[src/rtl/core/sdrh_pkg.sv]
// sdrh_pkg: constants, codes and shared types of the substring double rolling hash
// no dependencies; every other file of the block refers to it by scoped names
`timescale 1ns / 1ps

package sdrh_pkg;

  // default text capacity in bytes
  localparam int unsigned MAX_LEN = 4096;

  // field widths of the item channels
  localparam int unsigned OP_W     = 2;
  localparam int unsigned CHAR_W   = 8;
  localparam int unsigned POS_W    = 13;
  localparam int unsigned HA_W     = 29;
  localparam int unsigned HB_W     = 30;
  localparam int unsigned SPAN_W   = 13;
  localparam int unsigned STATUS_W = 2;
  localparam int unsigned PAIR_W   = HA_W + HB_W;

  // hash bases and prime moduli
  localparam logic [HA_W-1:0] BASE_A = HA_W'(3491);
  localparam logic [HA_W-1:0] MOD_A  = HA_W'(481840747);
  localparam logic [HB_W-1:0] BASE_B = HB_W'(8761);
  localparam logic [HB_W-1:0] MOD_B  = HB_W'(999750347);

  // number of multiplier bits that cover both bases
  localparam int unsigned BASE_STEPS = 14;

  // command queue depth, a power of two
  localparam int unsigned FIFO_DEPTH = 2;

  typedef enum logic [OP_W-1:0] {
    OP_APPEND = 2'd0,
    OP_QUERY  = 2'd1,
    OP_CLEAR  = 2'd2,
    OP_NONE   = 2'd3
  } op_e;

  typedef enum logic [STATUS_W-1:0] {
    ST_OK    = 2'd0,
    ST_FULL  = 2'd1,
    ST_RANGE = 2'd2
  } status_e;

  // classified item kinds handed from front to back
  typedef enum logic [2:0] {
    K_APPEND,
    K_FULL,
    K_QUERY,
    K_BAD,
    K_CLEAR,
    K_NOP
  } kind_e;

  typedef struct packed {
    kind_e             kind;
    logic [CHAR_W-1:0] char_code;
    logic [POS_W-1:0]  lo;
    logic [POS_W-1:0]  hi;
  } cmd_t;

  // control of one modular multiply lane
  typedef struct packed {
    logic load;
    logic full_width;
  } lane_ctrl_t;

  typedef enum logic [2:0] {
    S_IDLE,
    S_READ,
    S_LOAD,
    S_PREHI,
    S_MUL,
    S_FIX,
    S_OUT
  } bk_state_e;

endpackage

[src/rtl/core/sdrh_if.sv]
// sdrh_if: valid/ready item channels for requests and results
// depends on sdrh_pkg for field widths
`timescale 1ns / 1ps

interface sdrh_in_if;
  logic                             valid;
  logic                             ready;
  logic [sdrh_pkg::OP_W-1:0]        operation;
  logic [sdrh_pkg::CHAR_W-1:0]      char_code;
  logic [sdrh_pkg::POS_W-1:0]       start_req;
  logic [sdrh_pkg::POS_W-1:0]       stop;

  modport source (output valid, output operation, output char_code,
                  output start_req, output stop, input ready);
  modport sink   (input valid, input operation, input char_code,
                  input start_req, input stop, output ready);
endinterface


[src/rtl/core/sdrh_front.sv]
// sdrh_front: accepts request items, tracks the text length and classifies each item
// depends on sdrh_pkg and sdrh_in_if
`timescale 1ns / 1ps

module sdrh_front #(
  parameter int unsigned MAX_LEN = sdrh_pkg::MAX_LEN
) (
  input  logic            clk_i,
  input  logic            rst_ni,
  sdrh_in_if.sink         in_i,
  output logic            cmd_valid_o,
  input  logic            cmd_ready_i,
  output sdrh_pkg::cmd_t  cmd_o
);

  localparam int unsigned LW = $clog2(MAX_LEN + 1);

  logic [LW-1:0]   len_q, len_d;
  logic            accept;
  logic            range_ok;
  sdrh_pkg::kind_e kind;

  assign in_i.ready  = cmd_ready_i;
  assign cmd_valid_o = in_i.valid;
  assign accept      = in_i.valid && cmd_ready_i;

  // query range check against the length seen by this item
  assign range_ok = (32'(in_i.start_req) < 32'(len_q)) &&
                    (in_i.start_req <= in_i.stop) &&
                    (32'(in_i.stop) <= 32'(len_q));

  // classify and update the length
  always_comb begin
    len_d = len_q;
    kind  = sdrh_pkg::K_NOP;
    case (sdrh_pkg::op_e'(in_i.operation))
      sdrh_pkg::OP_APPEND: begin
        if (len_q == LW'(MAX_LEN)) begin
          kind = sdrh_pkg::K_FULL;
        end else begin
          kind  = sdrh_pkg::K_APPEND;
          len_d = len_q + LW'(1);
        end
      end
      sdrh_pkg::OP_QUERY: begin
        kind = range_ok ? sdrh_pkg::K_QUERY : sdrh_pkg::K_BAD;
      end
      sdrh_pkg::OP_CLEAR: begin
        kind  = sdrh_pkg::K_CLEAR;
        len_d = '0;
      end
      default: begin
        kind = sdrh_pkg::K_NOP;
      end
    endcase
  end

  assign cmd_o.kind      = kind;
  assign cmd_o.char_code = in_i.char_code;
  assign cmd_o.lo        = in_i.start_req;
  assign cmd_o.hi        = in_i.stop;

  // text length register
  always_ff @(posedge clk_i or negedge rst_ni) begin
    if (!rst_ni) begin
      len_q <= '0;
    end else if (accept) begin
      len_q <= len_d;
    end
  end

endmodule

[src/flat_wrapper.sv]
// flat-port wrapper written by rule: the top's interface ports become plain ports
module sdrh_front_flat 
#(
  parameter int unsigned MAX_LEN = sdrh_pkg::MAX_LEN
)
  (clk_i, rst_ni, cmd_valid_o, cmd_ready_i, cmd_o, in_i_valid, in_i_operation, in_i_char_code, in_i_start_req, in_i_stop, in_i_ready);
  sdrh_in_if in_i_i ();
  input  logic clk_i;
  input  logic rst_ni;
  output logic cmd_valid_o;
  input  logic cmd_ready_i;
  output sdrh_pkg::cmd_t cmd_o;
  input wire logic [$bits(in_i_i.valid)-1:0] in_i_valid;
  input wire logic [$bits(in_i_i.operation)-1:0] in_i_operation;
  input wire logic [$bits(in_i_i.char_code)-1:0] in_i_char_code;
  input wire logic [$bits(in_i_i.start_req)-1:0] in_i_start_req;
  input wire logic [$bits(in_i_i.stop)-1:0] in_i_stop;
  output wire logic [$bits(in_i_i.ready)-1:0] in_i_ready;
  assign in_i_i.valid = in_i_valid;
  assign in_i_i.operation = in_i_operation;
  assign in_i_i.char_code = in_i_char_code;
  assign in_i_i.start_req = in_i_start_req;
  assign in_i_i.stop = in_i_stop;
  assign in_i_ready = in_i_i.ready;
  sdrh_front #(.MAX_LEN(MAX_LEN)) u_core (.clk_i(clk_i), .rst_ni(rst_ni), .in_i(in_i_i), .cmd_valid_o(cmd_valid_o), .cmd_ready_i(cmd_ready_i), .cmd_o(cmd_o));
endmodule
[config.mk]
export PLATFORM = sky130hd
export DESIGN_NAME = sdrh_front_flat
export DESIGN_NICKNAME = d
export VERILOG_FILES = /design/src/rtl/core/sdrh_pkg.sv /design/src/rtl/core/sdrh_if.sv /design/src/rtl/core/sdrh_front.sv /design/src/flat_wrapper.sv
export SDC_FILE = /design/constraint.sdc
export NUM_CORES = 1
export LEC_CHECK = 0
export BUFFER_PORTS_ARGS = -buffer_cell sky130_fd_sc_hd__buf_2
export CORE_MARGIN = 2
export CORE_UTILIZATION = 45
export CTS_BUF_LIST = sky130_fd_sc_hd__clkbuf_4 sky130_fd_sc_hd__clkbuf_8
export CTS_CLUSTER_SIZE = 24
export DETAILED_ROUTE_END_ITERATION = 10
export PLACE_DENSITY = 0.75
export RECOVER_POWER = 25
export SLEW_MARGIN = 30
export SYNTH_ARGS = -nofsm -noshare
export SYNTH_HDL_FRONTEND = slang
export SYNTH_SLANG_ARGS = --single-unit
[constraint.sdc]
create_clock -name clk_i -period 2.7 [get_ports clk_i]
set_input_delay 0.54 -clock clk_i [delete_from_list [all_inputs] [get_ports clk_i]]
set_output_delay 0.54 -clock clk_i [all_outputs]
set_load 0.05 [all_outputs]
==> reports/results.ini <==
[drt]
routed_wl_mm = 4.44
viasPerCell = 5.45
antenna_left = 0
drc = 0
num_vias = 1805
drt_pass1_iterations = 4
wl_per_cell_microns = 13.4
drt_iter0_drc = 75

[layout]
nets = 360
drive_above_1_share = 0.341
postLayoutCellArea_sq_um = 2230
largest_reg_flops = 13
syn_to_final_growth_pct = 12.5
n_antenna_cell = 0
largestRegisters = u_core.len_q (13)
regMostFlops = u_core.len_q
instances_no_fill = 331

[critical_path]
critPathTopFamily = compound AO/OA/AOI/OAI gates
cp_cell_sequence = inv_2 -> ha_4 -> a211oi_4 -> o21bai_2 -> buf_4 -> o21ai_0 -> o21bai_1 -> a41oi_2 -> buf_6
cp-start-kind = register
slowest_stage = dfrtp_1
critPathRequiredTime_ps = 2160
max_stage_delay_ps = 380
path_class = register to output port
cp.arrival_ps = 2040
path_max_fanout = 3
end_kind = output port
crit_buf_inv = 3

[cts]
clk_pin_slew_ps = 60
root_buffer = clkbuf_8
cts-buffers-inserted = 3
htree_levels = 1
cts_tree = yes
hold_buffers = 0
cts_buffer_depth = 2
cts_sinks = 13
clk-insertion-delay-late_ps = 240

[sta]
holdWs_ps = 344
fmax_ghz = 0.388
finalSetupViolCount = 0
fin_setup_tns_ps = 0
hold_viol = 0
slew_headroom = 0.490
fin_crit_sh = 0.955
worstMarginPinSlew_ps = 764
rsz0062_at_grt = no
fin_crit_ps = 2580
slew_viol_final = 0
final.setup_skew_ps = 1.19

[power_and_ir_drop]
power_mw = 0.767
worst_ir_drop_vdd_v = 0.000268
p_per_area_nw_per_um2 = 344
p_leak_nw = 1.07

[logic_synthesis]
async_reset_ff_frac = 1.00
synth_flop_cell = dfrtp_1
synth_warnings = 0
ys_ff_latch = 13
synth_largest_area_cell = ha_1
seq_area_frac_synth = 0.164
syn_area_per_cell_sq_um = 8.07
yosys-top-cells-count = ha_1, buf_4, inv_1
synth.most_common_cell = ha_1
yosys.area.top_type_share = 0.252
syn_area_sq_um = 1990
synth_cell_types = 37
syn_inst = 246
synth_edf_count = 0
yosys-top-cells-area = ha_1, dfrtp_1, buf_4
syn_nets = 326

[floorplan]
start_util = 0.462
core_sq_um = 4290
io_pins = 79
die_area_sq_um = 4960
die-width_microns = 70.4
fp-row-count = 24
die_h_microns = 70.4

[worst_hold_path]
hold_path.class = input pin to async pin

[global_routing]
grt_overflow = 0
grt_max_degree = 17
grtUsageTotal = 0.179
antenna_found_initial = 0
grt_pass1_wl_mm = 7.36
grt_pass1_vias = 1699

[place]
portBuffers = 62
place_area_sq_um = 2090
dp_cells = 322
gp_congestion = 0.875
dpl.hpwl_mm = 3.65

[status]
status = finished clean

[flow_run]
max_cap_violations = 0

## final timing paths
kind / start / endpoint / slack (ps) / cells past startpoint
min in group clk_i: u_core.len_q[1] / u_core.len_q[1] / 530 / 2
setup / recovery: u_core.len_q[10] / cmd_o[34] / 120 / 9
hold reg to reg: u_core.len_q[1] / u_core.len_q[1] / 530 / 2
max in group asynchronous: rst_ni / u_core.len_q[8] / 1830 / 1
setup reg to reg: u_core.len_q[0] / u_core.len_q[6] / 680 / 7
hold / removal: rst_ni / u_core.len_q[7] / 340 / 1
## logic make-up (layout without fill, tap and decap cells)
| logic type | count (synthesis) | count (layout) | synth area share |
|---|---|---|---|
| AO/OA/AOI/OAI | 63 | 63 | 0.214 |
| flip-flops | 13 | 13 | 0.164 |
| adder cells (fa/ha/maj) | 40 | 40 | 0.252 |
| buffers and inverters | 69 | 102 | 0.205 |
| AND/OR/NAND/NOR | 61 | 61 | 0.165 |
## cell usage in the layout, fill, tap and decap left out, types with 2 or more instances in the layout
cell type  count
o21ai_1        2
clkbuf_8       3
nor4_1         3
ha_4           2
o21ai_0       22
o41ai_2        2
and4_1         3
a41oi_2        2
o21a_1         3
a21oi_1       12
o21bai_1       2
nand2b_1       2
nand3_1        9
nor2b_1        4
buf_4          9
nor2_1        12
dfrtp_1       11
dfrtp_2        2
nand4_1        4
inv_2          2
nand2_1       16
ha_1          37
buf_2         60
nor4b_1        2
o31ai_1        3
a31oi_1        6
o31ai_2        4
inv_1         25
## routing by layer
| layer | part of all wire | GRT usage | vias to the layer above |
|---|---|---|---|
| met4 | 0.017 | 0.0513 | 0 |
| met5 | 0 | 0 | - |
| met2 | 0.49 | 0.317 | 66 |
| met1 | 0.43 | 0.229 | 823 |
| met3 | 0.057 | 0.0202 | 8 |
| li1 | - | - | 908 |
## cell type report
cell class | instances | area [sq um]
fill | 418 | 2060
multi-input combinational | 164 | 1310
timing repair buffer | 71 | 383
sequential | 13 | 328
inverter | 27 | 101
tap | 52 | 65.1
clock buffer | 4 | 48.8
## metrics by stage
step / util / worst slack [ps]
after global routing: 0.520 / 35.8
after CTS: 0.508 / 30.9
final: 0.520 / 121
after global placement: 0.487 / -22.2
after floorplan: - / 178
after detailed placement: 0.487 / -31.9
## timing repair
| item | in CTS | in global routing |
|---|---|---|
| setup endpoints to repair | 1 | 1 |
| setup buffers | 2 | 3 |
| pin swaps | 3 | 6 |
| resized for setup | 6 | 8 |
## where the power goes
group	switching [mW]	leakage (nW)	total (mW)	internal, mW
Combinational	0.231	0.877	0.358	0.128
Clock	0.0706	0.0262	0.185	0.114
Sequential	0.0164	0.170	0.224	0.208
Total	0.317	1.07	0.767	0.450
## worst register-to-register path: stages, from the launching register on
cell,delay (ps)
dfrtp_1,440
inv_1,90
ha_1,210
nor4b_1,160
a41oi_2,290
nand3_2,110
or2_4,310
o41ai_2,310
No activity file was read; power rests on OpenSTA's default activity.
