`src/rtl/core/sdrh_pkg.sv`:
```
// sdrh_pkg: constants, codes and shared types of the substring double rolling hash
// no dependencies; every other file of the block refers to it by scoped names
`timescale 1ns / 1ps

package sdrh_pkg;

  // default text capacity in bytes
  localparam int unsigned MAX_LEN = 4096;

  // field widths of the item channels
  localparam int unsigned OP_W     = 2;
  localparam int unsigned CHAR_W   = 8;
  localparam int unsigned POS_W    = 13;
  localparam int unsigned HA_W     = 29;
  localparam int unsigned HB_W     = 30;
  localparam int unsigned SPAN_W   = 13;
  localparam int unsigned STATUS_W = 2;
  localparam int unsigned PAIR_W   = HA_W + HB_W;

  // hash bases and prime moduli
  localparam logic [HA_W-1:0] BASE_A = HA_W'(3491);
  localparam logic [HA_W-1:0] MOD_A  = HA_W'(481840747);
  localparam logic [HB_W-1:0] BASE_B = HB_W'(8761);
  localparam logic [HB_W-1:0] MOD_B  = HB_W'(999750347);

  // number of multiplier bits that cover both bases
  localparam int unsigned BASE_STEPS = 14;

  // command queue depth, a power of two
  localparam int unsigned FIFO_DEPTH = 2;

  typedef enum logic [OP_W-1:0] {
    OP_APPEND = 2'd0,
    OP_QUERY  = 2'd1,
    OP_CLEAR  = 2'd2,
    OP_NONE   = 2'd3
  } op_e;

  typedef enum logic [STATUS_W-1:0] {
    ST_OK    = 2'd0,
    ST_FULL  = 2'd1,
    ST_RANGE = 2'd2
  } status_e;

  // classified item kinds handed from front to back
  typedef enum logic [2:0] {
    K_APPEND,
    K_FULL,
    K_QUERY,
    K_BAD,
    K_CLEAR,
    K_NOP
  } kind_e;

  typedef struct packed {
    kind_e             kind;
    logic [CHAR_W-1:0] char_code;
    logic [POS_W-1:0]  lo;
    logic [POS_W-1:0]  hi;
  } cmd_t;

  // control of one modular multiply lane
  typedef struct packed {
    logic load;
    logic full_width;
  } lane_ctrl_t;

  typedef enum logic [2:0] {
    S_IDLE,
    S_READ,
    S_LOAD,
    S_PREHI,
    S_MUL,
    S_FIX,
    S_OUT
  } bk_state_e;

endpackage

```
`src/rtl/core/sdrh_fifo.sv`:
```
// sdrh_fifo: short command queue between the front and the back
// depends on sdrh_pkg for the command type and depth
`timescale 1ns / 1ps

module sdrh_fifo (
  input  logic            clk_i,
  input  logic            rst_ni,
  input  logic            push_valid_i,
  output logic            push_ready_o,
  input  sdrh_pkg::cmd_t  push_data_i,
  output logic            pop_valid_o,
  input  logic            pop_ready_i,
  output sdrh_pkg::cmd_t  pop_data_o
);

  localparam int unsigned DEPTH = sdrh_pkg::FIFO_DEPTH;
  localparam int unsigned PTR_W = (DEPTH > 1) ? $clog2(DEPTH) : 1;
  localparam int unsigned CNT_W = $clog2(DEPTH + 1);

  sdrh_pkg::cmd_t   mem_q [DEPTH];
  logic [PTR_W-1:0] wr_ptr_q, rd_ptr_q;
  logic [CNT_W-1:0] cnt_q;
  logic             push, pop;

  assign push_ready_o = (cnt_q != CNT_W'(DEPTH));
  assign pop_valid_o  = (cnt_q != '0);
  assign pop_data_o   = mem_q[rd_ptr_q];
  assign push         = push_valid_i && push_ready_o;
  assign pop          = pop_valid_o && pop_ready_i;

  // pointers and fill count
  always_ff @(posedge clk_i or negedge rst_ni) begin
    if (!rst_ni) begin
      wr_ptr_q <= '0;
      rd_ptr_q <= '0;
      cnt_q    <= '0;
    end else begin
      if (push) begin
        wr_ptr_q <= wr_ptr_q + PTR_W'(1);
      end
      if (pop) begin
        rd_ptr_q <= rd_ptr_q + PTR_W'(1);
      end
      if (push && !pop) begin
        cnt_q <= cnt_q + CNT_W'(1);
      end else if (pop && !push) begin
        cnt_q <= cnt_q - CNT_W'(1);
      end
    end
  end

  // entry storage
  always_ff @(posedge clk_i) begin
    if (push) begin
      mem_q[wr_ptr_q] <= push_data_i;
    end
  end

endmodule

```
`config.mk`:
```
export PLATFORM = sky130hd
export DESIGN_NAME = sdrh_fifo
export DESIGN_NICKNAME = d
export VERILOG_FILES = /design/src/rtl/core/sdrh_pkg.sv /design/src/rtl/core/sdrh_fifo.sv
export SDC_FILE = /design/constraint.sdc
export NUM_CORES = 1
export LEC_CHECK = 0
export ABC_CLOCK_PERIOD_IN_PS = 5000
export BUFFER_PORTS_ARGS = -buffer_cell sky130_fd_sc_hd__buf_2
export CAP_MARGIN = 20
export CORE_ASPECT_RATIO = 0.75
export CORE_MARGIN = 4
export CORE_UTILIZATION = 55
export DETAILED_ROUTE_END_ITERATION = 7
export PLACE_DENSITY = 0.83
export SYNTH_ARGS = -nofsm -noshare
export SYNTH_HDL_FRONTEND = slang
export SYNTH_SLANG_ARGS = --single-unit
```
`constraint.sdc`:
```
create_clock -name clk_i -period 5 [get_ports clk_i]
set_clock_uncertainty 0.05 [all_clocks]
set_input_delay 1 -clock clk_i [delete_from_list [all_inputs] [get_ports clk_i]]
set_output_delay 1 -clock clk_i [all_outputs]
set_load 0.05 [all_outputs]
```
==> metrics.yaml, run 1 <==
outcome: "finished, final reports clean"
avgSynthCellArea_um2: 22.2
seq_area_mm2: 0.00232
place_congestion: 0.750
fmax_mhz: 323
die_area_mm2: 0.00660
grt_overflow: 0
syn-num-nets: 175
fp-row-count: 22
synth_top_cell_by_area: "edfxtp_1"
drt.antenna.violating_nets: 0
multiInputGateArea_um2: 591
viasPerCell: 4.90
worst_ep_required_time_ps: 3950
synth_top_family_by_area: "multiplexers"
highest_layer: "met4"
die_h_um: 71.4
slowest_stage: "dfrtp_2"
p_per_area_mw_per_mm2: 683
drt-initial-drc-count: 116
ys_warn_count: 0
power.leakage_uw: 0.00142
synth_compound_area_frac: 0
cp.depth: 2
wl_per_cell_um: 15.7
worstMarginPinSlew_ps: 1030
hold_path.class: "in -> async"
syn_area_mm2: 0.00295
met1_length_mm: 1.97
grt_pass1_wl_mm: 7.29
cp_top_family: "flip-flops"
final_common_cell: "buf_2"
dpl.hpwl_mm: 3.10
drt_wl_total_mm: 4.65
grt_max_degree: 39
worstPathCellList: "mux2_2 > buf_2"
rr_worst_depth: 2
htree_num_levels: 3
maxSlewViolCount: 0
clock_sinks: 78
yosys.area_share.simple: 0.0115
numPortBuffers: 79
start_util: 0.585
end_kind: "output pin"
ir_worst_vdd_mv: 0.519
wl_met2_mm: 2.20
synthToLayoutAreaGrowth_pct: 22.0
ys_seq_elements: 78
worst-path-buf-inv: 1
cp_data_arrival_time_ps: 2050
diodes: 0
finalCritPeriodShare: 0.620
cts_buffer_depth: 2
critical-path-max-stage-delay_ps: 1030
start_kind: "register"
drive_above_1_share: 0.587
final_cell_mix: "buf_2, edfxtp_1, mux2_4, mux2_2, clkbuf_8"
root_buffer: "clkbuf_8"
synthTopCellsByArea: "edfxtp_1, mux2_4, mux2_2"
firstDrtPassIters: 4
netlist_instances: 133
drc: 0
antenna_found_initial: 0
synth_top_area_frac: 0.754
hold_ws_ps: 408
io_pins: 80
drv_cap: 0
die_w_um: 92.5
rsz0062_at_grt: "no"
synth_fa_ha_area_frac: 0.00425
yosys.area_share.xor_xnor: 0.0149
post_synth_num_cell_types: 15
grt_pass1_vias: 1535
min_period_ps: 3100
globalRouteTotalUtil: 0.151
numCtsBuffers: 9
cts_setup_buffers: 0
fillerInstances: 347
postCtsHoldBufs: 0
slew_headroom: 0.316
path_class: "reg -> out"
setup_viol: 0
cts_tree: "done"
fin_nets: 262
insertion_delay_ps: 330
cp_max_fo: 38
tns_ps: 0
synthMuxAreaShare: 0.167
cts_resized: 0
utilization: 0.713
clk_pin_slew_ps: 70
hold_viol: 0
core_mm2: 0.00504
synth_seq_area_share: 0.788
met3_length_um: 436
num_vias: 1456
==> final cells by class <==
cell class | count | area share
Tap cell | 72 | 0.0251
Sequential cell | 78 | 0.647
Multi-Input combinational cell | 50 | 0.164
Clock inverter | 2 | 0.00279
Inverter | 1 | 0.00104
Timing Repair Buffer | 80 | 0.118
Clock buffer | 14 | 0.0425
==> flip-flops by register name (all words and copies together) (netlist names) <==
signal,count
wr_ptr_q,1
rd_ptr_q,1
mem_q,74
cnt_q,2
==> per-stage QoR <==
stage / setup slack (ps) / power [uW] / std cells / instance area (um2)
2_1_floorplan: 1840 / 1880 / 133 / 2950
3_3_place_gp: 2250 / 2060 / 280 / 3400
3_5_place_dp: 2250 / 2070 / 280 / 3400
4_1_cts: 1860 / 2460 / 296 / 3570
5_1_grt: 1790 / 2570 / 297 / 3590
6_report: 1900 / 2450 / 297 / 3590
==> kinds of logic after synthesis <==
| logic type | count (synthesis) |
|---|---|
| xor gates and xnor gates | 5 |
| adders and majority gates | 1 |
| buffers and inverters | 5 |
| DFF | 78 |
| muxes | 37 |
| and+or+nand+nor | 7 |
==> synth_stat cells <==
library cell and count:
edfxtp_1 74, mux2_4 20, mux2_2 17, dfrtp_1 4, buf_6 3, xnor2_1 3, nand2_1 2, nor2_1 2
xor2_1 2, and3_1 1, buf_2 1, ha_1 1, inv_1 1, nand2b_1 1, or2_1 1
==> layer usage <==
metal,global-route usage,vias up
met3,0.0766,5
met2,0.239,64
li1,-,690
met1,0.177,697
met5,0,-
met4,0.0593,0
==> where the power goes <==
part           internal [uW]  switching (uW)
sequential               897             116
clock                    193             197
combinational            343             707
==> worst reg2reg max path, delay by kind of cell, from the launching register on <==
kind             cells  cell delay, ps
and+or+nand+nor      2             970
DFF                  1             410
==> final timing paths <==
kind | start | end | slack (ps)
setup reg to reg | cnt_q[0] | mem_q[1][29] | 3170
setup / recovery | rd_ptr_q | pop_data_o[22] | 1900
hold / removal | rst_ni | cnt_q[0] | 410
max in group asynchronous | rst_ni | rd_ptr_q | 4360
min in group clk_i | cnt_q[1] | cnt_q[1] | 450
hold reg to reg | cnt_q[1] | cnt_q[1] | 450
Power figures use the tool's default switching activity.
==> inputs of run 2 (changes only) <==
--- a/config.mk
+++ b/config.mk
@@ -5,14 +5,15 @@
 export SDC_FILE = /design/constraint.sdc
 export NUM_CORES = 1
 export LEC_CHECK = 0
-export ABC_CLOCK_PERIOD_IN_PS = 5000
+export ABC_AREA = 1
+export ABC_CLOCK_PERIOD_IN_PS = 2800
 export BUFFER_PORTS_ARGS = -buffer_cell sky130_fd_sc_hd__buf_2
 export CAP_MARGIN = 20
 export CORE_ASPECT_RATIO = 0.75
 export CORE_MARGIN = 4
-export CORE_UTILIZATION = 55
+export CORE_UTILIZATION = 46
 export DETAILED_ROUTE_END_ITERATION = 7
-export PLACE_DENSITY = 0.83
+export PLACE_DENSITY = 0.74
 export SYNTH_ARGS = -nofsm -noshare
 export SYNTH_HDL_FRONTEND = slang
 export SYNTH_SLANG_ARGS = --single-unit
==> constraint.sdc (replaced) <==
create_clock -name clk_i -period 2.8 [get_ports clk_i]
set_clock_uncertainty 0.05 [all_clocks]
set_input_delay 0.56 -clock clk_i [delete_from_list [all_inputs] [get_ports clk_i]]
set_output_delay 0.56 -clock clk_i [all_outputs]
set_load 0.05 [all_outputs]
==> metrics.yaml, run 2 <==
place_inst: 375
synth_top_area_frac: 0.759
worst_ep_required_time_ps: 2190
synth_seq_area_share: 0.794
num_vias: 1840
synth_common_cells: "nand2_1, edfxtp_1, inv_1, buf_6, dfrtp_1"
hold_path.class: "in -> reg"
end_kind: "output pin"
cts_setup_buffers: 0
post_synth_num_cell_types: 14
io_pins: 80
cts_resized: 0
synthToLayoutAreaGrowth_pct: 22.4
dpl.hpwl_mm: 3.44
hold-path-cell-count: 1
finalCritPeriodShare: 0.820
cts_tree: "done"
outcome: "finished, final reports clean"
root_buffer: "clkbuf_8"
r2r_slack_ps: 1020
viasPerCell: 4.69
start_util: 0.490
avgSynthCellArea_um2: 13.2
ys_warn_count: 0
hold_viol: 0
largest_reg_flops: 74
fmax_mhz: 435
postLayoutCellArea_mm2: 0.00358
final_common_cell: "nand2_1"
top_register: "mem_q"
seq_area_mm2: 0.00232
reg.largest.list: "mem_q: 74 flops, cnt_q: 2 flops"
numPortBuffers: 79
core_mm2: 0.00598
post-synth-top-count-cell: "nand2_1"
crit-reg2reg-launch: "cnt_q[0]"
final_cell_mix: "nand2_1, buf_2, edfxtp_1, clkbuf_8, inv_1"
synth_top_cell_by_area: "edfxtp_1"
wl_per_cell_um: 13.3
post-place-ws_ps: 841
postPlaceCellArea_mm2: 0.00339
insertion_delay_ps: 330
rr_endpoint: "mem_q[1][30]"
path_class: "reg -> out"
cts_buffer_depth: 2
clock_sinks: 78
start_kind: "register"
synth_edf_count: 74
rr_worst_depth: 5
syn-num-nets: 264
die_h_um: 77.1
diodes: 0
firstDrtPassIters: 4
place_congestion: 0.704
cp_data_arrival_time_ps: 1690
fillerInstances: 491
drt_wl_total_mm: 5.20
yosys_most_used_dff: "edfxtp_1"
grt_max_degree: 39
clk_pin_slew_ps: 70
grt_pass1_vias: 1720
drive_above_1_share: 0.318
ys_seq_elements: 78
hold_path_end: "mem_q[0][32]"
globalRouteTotalUtil: 0.144
grt_overflow: 0
syn_area_mm2: 0.00293
postCtsHoldBufs: 1
async_reset_ff_frac: 0.0513
drc: 0
drt-initial-drc-count: 115
die_area_mm2: 0.00772
worstMarginPinSlew_ps: 632
rsz0062_at_grt: "no"
numCtsBuffers: 9
netlist_instances: 222
cp_max_fo: 38
htree_num_levels: 3
grt_pass1_wl_mm: 8.31
synthTopCellsByArea: "edfxtp_1, nand2_1, dfrtp_1"
fp-row-count: 24
fin_nets: 351
min-delay-start: "push_data_i[32]"
drv_cap: 0
setup_viol: 0
hold_ws_ps: 354
drt.antenna.violating_nets: 0
antenna_found_initial: 0
multiInputGateArea_um2: 523
setup_slack_ps: 503
die_w_um: 100
slew_headroom: 0.578
maxSlewViolCount: 0
final_cells: 392
min_period_ps: 2300
run 2: cell families after synthesis:
| kind of cell | share of synthesized area |
|---|---|
| fa+ha+maj | 0.00427 |
| buf+inv | 0.0329 |
| flops | 0.794 |
| simple gates | 0.163 |
| xor+xnor | 0.00599 |
run 2: critical path, cell delays in order (launching register included):
cell and delay [ps]:
dfrtp_1 390, inv_2 470, nand2_1 130, nand2_1 90
buf_2 260
run 2: stage by stage:
stage	util	setup TNS [ps]
finish	0.600	0
global route	0.600	0
floorplan	-	-19340
detailed placement	0.568	0
global placement	0.568	0
CTS	0.600	0
run 2: final cells by class:
class                           count  area share
Tap cell                           78      0.0272
Multi-Input combinational cell    129       0.146
Timing Repair Buffer               84       0.122
Clock inverter                      3     0.00559
Clock buffer                       13      0.0443
Sequential cell                    78       0.648
Inverter                            7     0.00733
run 2: routing by layer:
layer / vias to the layer above / track usage / part of all wire
met5: - / 0 / 0
met4: 0 / 0.0444 / 0.0031
met3: 4 / 0.0635 / 0.11
met2: 79 / 0.212 / 0.46
met1: 847 / 0.192 / 0.43
li1: 910 / - / -
run 2: worst max-delay path by stage:
stage	end	cells after the start	start
floorplan	mem_q[0][0]	4	cnt_q[0]
global placement	pop_data_o[14]	4	rd_ptr_q
detailed placement	pop_data_o[9]	4	rd_ptr_q
CTS	pop_data_o[2]	4	rd_ptr_q
global route	pop_data_o[26]	4	rd_ptr_q
finish	pop_data_o[9]	4	rd_ptr_q
Power of run 2 is not shown: default switching activity piles up to over one toggle a cycle in this logic, so the estimate is an artifact.
==> inputs of run 3 (changes only) <==
--- a/config.mk
+++ b/config.mk
@@ -6,14 +6,14 @@
 export NUM_CORES = 1
 export LEC_CHECK = 0
 export ABC_AREA = 1
-export ABC_CLOCK_PERIOD_IN_PS = 2800
+export ABC_CLOCK_PERIOD_IN_PS = 2160
 export BUFFER_PORTS_ARGS = -buffer_cell sky130_fd_sc_hd__buf_2
 export CAP_MARGIN = 20
 export CORE_ASPECT_RATIO = 0.75
 export CORE_MARGIN = 4
-export CORE_UTILIZATION = 46
+export CORE_UTILIZATION = 51
 export DETAILED_ROUTE_END_ITERATION = 7
-export PLACE_DENSITY = 0.74
+export PLACE_DENSITY = 0.78
 export SYNTH_ARGS = -nofsm -noshare
 export SYNTH_HDL_FRONTEND = slang
 export SYNTH_SLANG_ARGS = --single-unit
==> constraint.sdc (replaced) <==
create_clock -name clk_i -period 2.16 [get_ports clk_i]
set_clock_uncertainty 0.05 [all_clocks]
set_input_delay 0.432 -clock clk_i [delete_from_list [all_inputs] [get_ports clk_i]]
set_output_delay 0.432 -clock clk_i [all_outputs]
set_load 0.05 [all_outputs]
==> metrics.yaml, run 3 (same netlist as run 2, synthesis figures left out) <==
clk_pin_slew_ps: 80
insertion_delay_ps: 330
root_buffer: "clkbuf_8"
seq_area_mm2: 0.00232
top_register: "mem_q"
hold_path.class: "in -> reg"
drt_wl_total_mm: 5.25
cts_resized: 0
dpl.hpwl_mm: 3.65
multiInputGateArea_um2: 523
viasPerCell: 4.69
grt_pass1_vias: 1712
drc: 0
drive_above_1_share: 0.327
final_cell_mix: "nand2_1, buf_2, edfxtp_1, clkbuf_8, buf_4"
start_kind: "register"
rsz0062_at_grt: "no"
final_common_cell: "nand2_1"
diodes: 0
die_h_um: 73.6
worstMarginPinSlew_ps: 323
end_kind: "output pin"
antenna_found_initial: 0
clock_sinks: 78
slew_headroom: 0.785
finalCritPeriodShare: 0.895
numCtsBuffers: 9
fin_nets: 355
maxSlewViolCount: 0
worst_ep_required_time_ps: 1680
postCtsHoldBufs: 1
largest_reg_flops: 74
reg.largest.list: "mem_q: 74 flops, cnt_q: 2 flops"
drt.antenna.violating_nets: 0
cts_setup_buffers: 0
globalRouteTotalUtil: 0.159
min_period_ps: 1930
drv_cap: 0
wl_per_cell_um: 13.4
numPortBuffers: 79
fmax_mhz: 517
num_vias: 1842
die_w_um: 95.5
grt_max_degree: 25
hold_viol: 0
place_congestion: 0.703
fp-row-count: 23
outcome: "finished, final reports clean"
cts_buffer_depth: 2
fillerInstances: 418
firstDrtPassIters: 4
cp_data_arrival_time_ps: 1450
synthToLayoutAreaGrowth_pct: 23.7
cp_max_fo: 20
grt_pass1_wl_mm: 8.04
path_class: "reg -> out"
grt_overflow: 0
io_pins: 80
cts_tree: "done"
htree_num_levels: 3
core_mm2: 0.00544
setup_slack_ps: 226
die_area_mm2: 0.00703
setup_viol: 0
post-place-ws_ps: 556
final_cells: 393
drt-initial-drc-count: 59
hold_ws_ps: 227
place_inst: 376
start_util: 0.538
[run 3: changes by cell type in the layout (fill, tap and decap cells not counted)]
cell / delta
buf_4: +4
bufinv_16: +1
clkbuf_1: -2
clkbuf_8: -2
clkinv_1: +2
clkinvlp_4: +1
[run 3: routing by layer]
| metal | part of all wire | global-route usage |
|---|---|---|
| met1 | 0.43 | 0.212 |
| met2 | 0.45 | 0.239 |
| met3 | 0.12 | 0.0778 |
| met4 | 0.0023 | 0.0379 |
| met5 | 0 | 0 |
[run 3: critical path, stage by stage (launching register included)]
cell     delay [ps]
dfrtp_1         400
inv_2            60
buf_4           230
nand2_1          80
nand2_1          80
buf_2           260
[run 3: metrics by stage]
| stage | utilization | TNS (ps) | area [um2] |
|---|---|---|---|
| after floorplan | - | -23150 | 2930 |
| after global placement | 0.629 | 0 | 3420 |
| after detailed placement | 0.629 | 0 | 3420 |
| after CTS | 0.666 | 0 | 3620 |
| after global routing | 0.666 | 0 | 3620 |
| final | 0.666 | 0 | 3620 |
[run 3: layout make-up]
cell class                 instances  area share
clock inverter                     7      0.0180
multi-input combinational        129       0.144
sequential                        78       0.642
timing repair buffer              88       0.129
inverter                           7     0.00726
tap                               75      0.0259
clock buffer                       9      0.0342
[run 3: worst paths after layout]
path,cells past startpoint,start,slack (ps),to
setup / recovery,5,rd_ptr_q,230,pop_data_o[3]
hold / removal,1,push_data_i[4],230,mem_q[1][4]
setup reg to reg,9,cnt_q[0],550,cnt_q[1]
hold reg to reg,2,cnt_q[1],460,cnt_q[1]
max in group asynchronous,2,rst_ni,1570,rd_ptr_q
min in group asynchronous,2,rst_ni,370,cnt_q[0]
Power of run 3 is left out for the same reason.
